$ cat config.mk
export PLATFORM = sky130hd
export DESIGN_NAME = priority_round_robin_task_scheduler_top
export DESIGN_NICKNAME = d
export VERILOG_FILES = /design/src/rtl/prrts_pkg.sv /design/src/rtl/priority_round_robin_task_scheduler_top.sv
export SDC_FILE = /design/constraint.sdc
export NUM_CORES = 1
export LEC_CHECK = 0
export BUFFER_PORTS_ARGS = -buffer_cell sky130_fd_sc_hd__buf_2
export CAP_MARGIN = 10
export CORE_ASPECT_RATIO = 1.2
export CORE_MARGIN = 3
export CORE_UTILIZATION = 30
export DETAILED_ROUTE_END_ITERATION = 10
export HOLD_SLACK_MARGIN = 0.05
export PLACE_DENSITY = 0.54
export SLEW_MARGIN = 0
export SYNTH_ARGS = -nofsm -noshare
export SYNTH_HDL_FRONTEND = slang
export SYNTH_SLANG_ARGS = --single-unit
$ cat constraint.sdc
create_clock -name clk -period 11.5 [get_ports clk]
set_input_delay 0 -clock clk [delete_from_list [all_inputs] [get_ports clk]]
set_output_delay 0 -clock clk [all_outputs]
set_load 0.03 [all_outputs]
$ cat src/rtl/prrts_pkg.sv
`timescale 1ns / 1ps

package prrts_pkg;

  localparam int MAX_TASKS_DEF = 8;

  localparam int DELAY_W = 32;
  localparam int TICK_W  = 32;
  localparam int PRIO_W  = 16;
  localparam int COUNT_W = 4;
  localparam int TASK_W  = 3;

  localparam int S_DATA_W = 32;
  localparam int S_USER_W = 2;
  localparam int M_DATA_W = 40;
  localparam int M_USER_W = 1;

  localparam int APB_ADDR_W = 3;
  localparam int APB_DATA_W = 32;

  // operation codes; code three behaves as a reschedule
  localparam logic [1:0] OP_TICK    = 2'd0;
  localparam logic [1:0] OP_DELAY   = 2'd1;
  localparam logic [1:0] OP_RESCHED = 2'd2;

  // task states
  localparam logic [1:0] ST_READY   = 2'd0;
  localparam logic [1:0] ST_RUNNING = 2'd1;
  localparam logic [1:0] ST_WAITING = 2'd2;

  // priority codes
  localparam logic [1:0] PRIO_MIN = 2'd0;
  localparam logic [1:0] PRIO_MED = 2'd1;
  localparam logic [1:0] PRIO_MAX = 2'd2;
  localparam logic [1:0] PRIO_BAD = 2'd3;

  // register index, taken from paddr[2]
  localparam logic REG_TASK_COUNT = 1'b0;
  localparam logic REG_TASK_PRIO  = 1'b1;

endpackage

$ cat src/rtl/priority_round_robin_task_scheduler_top.sv
`timescale 1ns / 1ps

// channel   dir  handshake          payload
// s_*       in   s_tvalid/s_tready  s_tuser: operation, s_tdata: delay_ticks
// m_*       out  m_tvalid/m_tready  m_tdata: next_task, tick_total, fault
//                                   m_tuser: idle_selected
// apb       in   psel/penable/pready task_count @0x0, task_priorities @0x4
//
// after its transfer an item passes S_HAND, S_MOD (k subtractions, at most MAX_TASKS,
// to bring the scan start below the active task count n), S_SCAN over the n active
// slots and S_DONE before s_tready returns; a tick first counts down the n delays in
// S_TICK. with no active task S_MOD and S_SCAN are skipped.
// the per-task delay and scan steps share one counter/compare path.
// rst is synchronous and clears all task state, delays and counters.
// s_tready is high only between items; a result waits in the output register
// while the next item is accepted, and only the final step stalls on m_tready.

module priority_round_robin_task_scheduler_top #(
  parameter int MAX_TASKS = prrts_pkg::MAX_TASKS_DEF
) (
  input  logic                                clk,
  input  logic                                rst,
  input  logic                                s_tvalid,
  output logic                                s_tready,
  input  logic [prrts_pkg::S_DATA_W-1:0]      s_tdata,   // [31:0] delay_ticks
  input  logic [prrts_pkg::S_USER_W-1:0]      s_tuser,   // [1:0] operation
  output logic                                m_tvalid,
  input  logic                                m_tready,
  // [2:0] next_task, [34:3] tick_total, [35] fault, [39:36] zero
  output logic [prrts_pkg::M_DATA_W-1:0]      m_tdata,
  output logic [prrts_pkg::M_USER_W-1:0]      m_tuser,   // [0] idle_selected
  input  logic                                psel,
  input  logic                                penable,
  input  logic                                pwrite,
  input  logic [prrts_pkg::APB_ADDR_W-1:0]    paddr,
  input  logic [prrts_pkg::APB_DATA_W-1:0]    pwdata,
  output logic [prrts_pkg::APB_DATA_W-1:0]    prdata,
  output logic                                pready
);

  localparam int CW = $clog2(MAX_TASKS + 1);
  localparam int IW = (MAX_TASKS > 1) ? $clog2(MAX_TASKS) : 1;

  typedef enum logic [2:0] {
    S_IDLE,
    S_TICK,
    S_HAND,
    S_MOD,
    S_SCAN,
    S_DONE
  } state_t;

  state_t state;

  logic [prrts_pkg::COUNT_W-1:0] task_count;
  logic [prrts_pkg::PRIO_W-1:0]  task_priorities;

  logic [1:0]                    task_state [MAX_TASKS];
  logic [prrts_pkg::DELAY_W-1:0] delay_left [MAX_TASKS];
  logic [CW-1:0]                 running_task;
  logic                          idle_running;
  logic [prrts_pkg::TICK_W-1:0]  tick_counter;
  logic                          fault_latched;

  logic [1:0]                    op;
  logic [prrts_pkg::DELAY_W-1:0] ticks;
  logic [CW-1:0]                 step;
  logic [CW-1:0]                 sidx;

  logic          found_max, found_med, found_min;
  logic [IW-1:0] pick_max, pick_med, pick_min;

  logic [2:0]                    out_task;
  logic                          out_idle;
  logic [prrts_pkg::TICK_W-1:0]  out_ticks;
  logic                          out_fault;

  logic [CW-1:0]                 n_active;
  logic                          have_task;
  logic [IW-1:0]                 rd_idx;
  logic [1:0]                    rd_state;
  logic [prrts_pkg::DELAY_W-1:0] rd_delay;
  logic [2:0]                    prio_idx;
  logic [1:0]                    prio;
  logic [CW-1:0]                 sidx_inc;
  logic                          chosen_ok;
  logic [IW-1:0]                 chosen;
  logic                          cfg_write;

  // configuration port
  assign pready    = 1'b1;
  assign cfg_write = psel & penable & pwrite;

  always_comb begin
    if (paddr[2] == prrts_pkg::REG_TASK_PRIO) begin
      prdata = {{(prrts_pkg::APB_DATA_W - prrts_pkg::PRIO_W){1'b0}}, task_priorities};
    end else begin
      prdata = {{(prrts_pkg::APB_DATA_W - prrts_pkg::COUNT_W){1'b0}}, task_count};
    end
  end

  always_ff @(posedge clk) begin
    if (rst) begin
      task_count      <= '0;
      task_priorities <= '0;
    end else if (cfg_write) begin
      if (paddr[2] == prrts_pkg::REG_TASK_COUNT) begin
        task_count <= pwdata[prrts_pkg::COUNT_W-1:0];
      end else begin
        task_priorities <= pwdata[prrts_pkg::PRIO_W-1:0];
      end
    end
  end

  // shared datapath
  always_comb begin
    if (32'(task_count) > MAX_TASKS) begin
      n_active = CW'(MAX_TASKS);
    end else begin
      n_active = CW'(task_count);
    end
    have_task = (running_task != CW'(MAX_TASKS));
    rd_idx    = (state == S_HAND) ? running_task[IW-1:0] : sidx[IW-1:0];
    rd_state  = task_state[rd_idx];
    rd_delay  = delay_left[step[IW-1:0]];
    sidx_inc  = sidx + CW'(1);
    // tasks past the eighth have no priority bits and count as min
    prio_idx  = 3'(sidx);
    if (32'(sidx) >= 32'd8) begin
      prio = prrts_pkg::PRIO_MIN;
    end else begin
      prio = task_priorities[2*prio_idx +: 2];
    end
    chosen_ok = found_max | found_med | found_min;
    if (found_max) begin
      chosen = pick_max;
    end else if (found_med) begin
      chosen = pick_med;
    end else begin
      chosen = pick_min;
    end
  end

  assign s_tready = (state == S_IDLE);
  assign m_tdata  = {{(prrts_pkg::M_DATA_W - 36){1'b0}}, out_fault, out_ticks, out_task};
  assign m_tuser  = out_idle;

  always_ff @(posedge clk) begin
    if (rst) begin
      state         <= S_IDLE;
      running_task  <= CW'(MAX_TASKS);
      idle_running  <= 1'b0;
      tick_counter  <= '0;
      fault_latched <= 1'b0;
      m_tvalid      <= 1'b0;
      step          <= '0;
      sidx          <= '0;
      found_max     <= 1'b0;
      found_med     <= 1'b0;
      found_min     <= 1'b0;
      for (int i = 0; i < MAX_TASKS; i++) begin
        task_state[i] <= prrts_pkg::ST_READY;
        delay_left[i] <= '0;
      end
    end else begin
      // in S_DONE the final step decides m_tvalid itself
      if (m_tvalid && m_tready && state != S_DONE) begin
        m_tvalid <= 1'b0;
      end

      case (state)
        S_IDLE: begin
          if (s_tvalid) begin
            op    <= s_tuser;
            ticks <= s_tdata;
            step  <= '0;
            if (s_tuser == prrts_pkg::OP_TICK) begin
              tick_counter <= tick_counter + prrts_pkg::TICK_W'(1);
              state        <= S_TICK;
            end else begin
              state <= S_HAND;
            end
          end
        end

        // one task's delay per cycle
        S_TICK: begin
          if (step < n_active) begin
            if (rd_delay != '0) begin
              delay_left[step[IW-1:0]] <= rd_delay - prrts_pkg::DELAY_W'(1);
              if (rd_delay == prrts_pkg::DELAY_W'(1)) begin
                task_state[step[IW-1:0]] <= prrts_pkg::ST_READY;
              end
            end
            step <= step + CW'(1);
          end else begin
            state <= S_HAND;
          end
        end

        // delay request, then hand the running task back
        S_HAND: begin
          if (!idle_running && have_task) begin
            if (op == prrts_pkg::OP_DELAY && ticks != '0) begin
              delay_left[running_task[IW-1:0]] <= ticks;
              task_state[running_task[IW-1:0]] <= prrts_pkg::ST_WAITING;
            end else if (rd_state == prrts_pkg::ST_RUNNING) begin
              task_state[running_task[IW-1:0]] <= prrts_pkg::ST_READY;
            end
          end
          idle_running <= 1'b0;
          sidx         <= have_task ? running_task + CW'(1) : '0;
          step         <= '0;
          found_max    <= 1'b0;
          found_med    <= 1'b0;
          found_min    <= 1'b0;
          state        <= (n_active == '0) ? S_DONE : S_MOD;
        end

        // start index modulo the task count by repeated subtraction
        S_MOD: begin
          if (sidx >= n_active) begin
            sidx <= sidx - n_active;
          end else begin
            state <= S_SCAN;
          end
        end

        // one task slot per cycle, round robin
        S_SCAN: begin
          if (step < n_active) begin
            if (rd_state == prrts_pkg::ST_READY) begin
              case (prio)
                prrts_pkg::PRIO_MAX: begin
                  if (!found_max) begin
                    found_max <= 1'b1;
                    pick_max  <= sidx[IW-1:0];
                  end
                end
                prrts_pkg::PRIO_MED: begin
                  if (!found_med) begin
                    found_med <= 1'b1;
                    pick_med  <= sidx[IW-1:0];
                  end
                end
                prrts_pkg::PRIO_MIN: begin
                  if (!found_min) begin
                    found_min <= 1'b1;
                    pick_min  <= sidx[IW-1:0];
                  end
                end
                default: begin
                  fault_latched <= 1'b1;
                end
              endcase
            end
            sidx <= (sidx_inc == n_active) ? '0 : sidx_inc;
            step <= step + CW'(1);
          end else begin
            state <= S_DONE;
          end
        end

        S_DONE: begin
          if (!m_tvalid || m_tready) begin
            if (chosen_ok) begin
              running_task       <= CW'(chosen);
              task_state[chosen] <= prrts_pkg::ST_RUNNING;
              out_task           <= 3'(chosen);
              out_idle           <= 1'b0;
            end else begin
              running_task <= CW'(MAX_TASKS);
              idle_running <= 1'b1;
              out_task     <= '0;
              out_idle     <= 1'b1;
            end
            out_ticks <= tick_counter;
            out_fault <= fault_latched;
            m_tvalid  <= 1'b1;
            state     <= S_IDLE;
          end
        end

        default: begin
          state <= S_IDLE;
        end
      endcase
    end
  end

endmodule

==> metrics.yaml <==
outcome: "completed"
r2r_slack_ns: 5.42
fmax_ghz: 0.164
setup_viol: 0
ys_warn_count: 0
synth-seq-cells: 428
worst-r2r-cell-count: 10
arrival_ns: 6.11
hold_viol: 0
die_area_mm2: 0.0724
grt.overflow.total: 0
rsz0062_at_grt: "false"
synth_xor_area_share_pct: 1.73
worstSetupEndpointType: "flop"
finalWeightedCongestion: 0.839
drtAntennaViolNets: 0
h-tree-depth: 2
cp-endpoint: "delay_left[1][10]"
avgSynthCellArea_um2: 11.8
ys_async_sr_fraction_pct: 0
synth_top_area_share_pct: 50.9
cts_resized: 0
drc: 0
period_share_pct: 52.9
wl_met3_mm: 3.16
cp-start-kind: "flop"
path_class: "flop to flop"
hpwl_mm: 35.9
rows: 105
worstPathMaxFanout: 61
area_growth_pct: 16.1
drtIter0Drc: 1004
max_cap_viol_count: 0
placed_cell_area_mm2: 0.0221
power_leakage_uw: 0.00821
grt_pass1_wl_mm: 88.1
critPathMaxStageDelay_ns: 0.93
crit_top_cell: "buf_4"
hp-start: "rst"
max_slew_margin_pct: 18.8
syn_inst: 1763
hp-class: "input port to flop"
power_density_mw_per_mm2: 151
vias: 14693
r2r_end: "delay_left[1][10]"
yosysTopAreaCell: "edfxtp_1"
crit_chain: "buf_4 -> mux4_2 -> mux2_4 -> a41oi_2 -> o2111ai_4 -> nor2_1 -> a311oi_2 -> o21ai_4 -> buf_4 -> nand2_2"
yosys.area_share.simple_pct: 16.8
die_h_um: 294
grt_max_degree: 79
synthMuxAreaShare_pct: 11.0
port_buffers: 112
final.setup.tns_ns: 0
wl_met1_mm: 23.4
synth-adder-area-share_pct: 1.06
hold_slack_ns: 0.119
slew_violations: 0
fp.coreArea_mm2: 0.0684
seq_area_frac_synth_pct: 58.3
synth_edf_count: 352
skew_ns: 0.0185
synth_compound_area_share_pct: 7.43
cts_tree: "done"
synthFlopType: "edfxtp_1"
synth_area_mm2: 0.0207
drive_above_1_share_pct: 17.7
highest_layer: "met4"
clockRootBuffer: "clkbuf_16"
clk_latency_ns: 0.58
ys_types: 88
clock_sinks: 428
track_usage_pct: 15.6
tightest_slew_ns: 1.21
io_pins: 152
fin_crit_ns: 6.08
yosysMostFrequentCell: "nor2_1"
start_util_pct: 30.3
die_w_um: 246
synth_area_leaders: "edfxtp_1 (51%), dfxtp_1 (7.3%), nor2_1 (7.1%)"
slowest_stage: "dfxtp_4"
crit_required_ns: 11.53
clock_path_buffers: 3
fin_area_mm2: 0.0241
ir_worst_vdd_mv: 0.0882
drtPass1Iterations: 7
post-cts-setup-buffers: 0
pre_cts_ws_ns: 5.41
path_clk_slew_ns: 0.06
antenna_cells: 0
synthTopCellsByCount: "nor2_1 (391), edfxtp_1 (352), nand2_1 (110)"
finalWorstSetupSlack_ns: 5.42
antenna_found_initial: 0
grt_pass1_vias: 15269
vias_per_cell: 5.18
cts_hold_buf: 54
routedWlPerCell_um: 20.1
synth_top_family_by_area: "simple AND/OR/NAND/NOR gates"
nets: 1987
cts_buffers: 46
routed_wl_mm: 57.0
dr_wl_met2_mm: 28.3
## report_power, final
part	internal, µW	total (µW)	switching (µW)
registers	1740	1800	57.7
clock network	787	1410	624
logic	147	417	270
## cell families (layout without fill, tap and decap cells)
family	Yosys count	in the layout
simple gates	762	762
compound gates	224	224
fa+ha+maj	17	17
buf+inv	144	292
mux	145	145
other cells	2	21
xor+xnor	41	41
flops	428	428
## cell usage in the layout (no fill, tap or decap), types with 9 or more instances in the layout
| cell type | Yosys | final |
|---|---|---|
| o21ai_0 | 48 | 48 |
| nor3b_1 | 12 | 12 |
| ha_1 | 16 | 16 |
| and3_1 | 11 | 11 |
| edfxtp_1 | 352 | 352 |
| buf_4 | 24 | 22 |
| clkbuf_16 | 0 | 46 |
| buf_2 | 35 | 112 |
| conb_1 | 2 | 21 |
| mux2_2 | 24 | 24 |
| and2_1 | 21 | 21 |
| clkinv_1 | 1 | 11 |
| a21oi_1 | 51 | 51 |
| dlygate4sd3_1 | 0 | 54 |
| nor3_1 | 63 | 62 |
| dfxtp_1 | 76 | 73 |
| mux2i_1 | 54 | 54 |
| and4_1 | 9 | 9 |
| nor2_1 | 391 | 390 |
| nand2_1 | 110 | 102 |
| nand3_1 | 28 | 28 |
| nor2b_1 | 13 | 13 |
| xnor2_1 | 19 | 19 |
| inv_1 | 19 | 19 |
| xor2_1 | 22 | 22 |
| o22ai_1 | 10 | 10 |
| nor4_1 | 20 | 20 |
| nand4_1 | 19 | 19 |
| nand2b_1 | 12 | 12 |
| or3_1 | 22 | 22 |
| mux4_2 | 62 | 62 |
| o32ai_1 | 12 | 12 |
| clkinv_2 | 0 | 11 |
## worst min-delay path by stage
stage                                    end  depth (start not counted)
after floorplan                        op[0]                          0
after global placement              ticks[6]                          1
after detailed placement            ticks[6]                          1
after CTS                 task_priorities[3]                          4
after global routing               ticks[14]                          2
final                        running_task[1]                          3
## layout make-up
| cell class | instances | area (µm²) |
|---|---|---|
| Fill cell | 6752 | 44400 |
| Sequential cell | 428 | 12100 |
| Multi-Input combinational cell | 1210 | 8100 |
| Timing Repair Buffer | 188 | 1270 |
| Clock buffer | 55 | 1190 |
| Tap cell | 909 | 1140 |
| Clock inverter | 29 | 209 |
| Inverter | 20 | 75.1 |
## through the flow
stage,instances,total power (µW),utilization (%)
2_1_floorplan,1782,2100,-
3_3_place_gp,2701,2230,32.3
3_5_place_dp,2701,2240,32.3
4_1_cts,2839,3660,35.2
5_1_grt,2839,3770,35.2
6_report,2839,3630,35.2
## critical path, delay by kind of cell (launching register included)
kind                   cells  cell delay, ns
DFF                        1            0.93
buffers and inverters      2            1.33
AOI/OAI and AO/OA          4            1.14
and+or+nand+nor            2            1.09
muxes                      2            0.91
## sequential cells by signal (all words and copies together), names as in the netlist, 2 cells and up, named ones only
signal and flops:
task_count 4, running_task 4, step 4, delay_left 256, task_priorities 16, pick_min 3
pick_med 3, op 2, task_state 16, pick_max 3, state 3, out_task 3
ticks 32, out_ticks 32, sidx 4, tick_counter 32
## metal layers
| metal | GRT usage [%] | vias to the layer above |
|---|---|---|
| met5 | 0 | - |
| met4 | 5.95 | 0 |
| met3 | 2.67 | 110 |
| met2 | 27.2 | 451 |
| met1 | 19.3 | 7393 |
| li1 | - | 6739 |
Note: power is estimated with default switching activity, not from simulation.
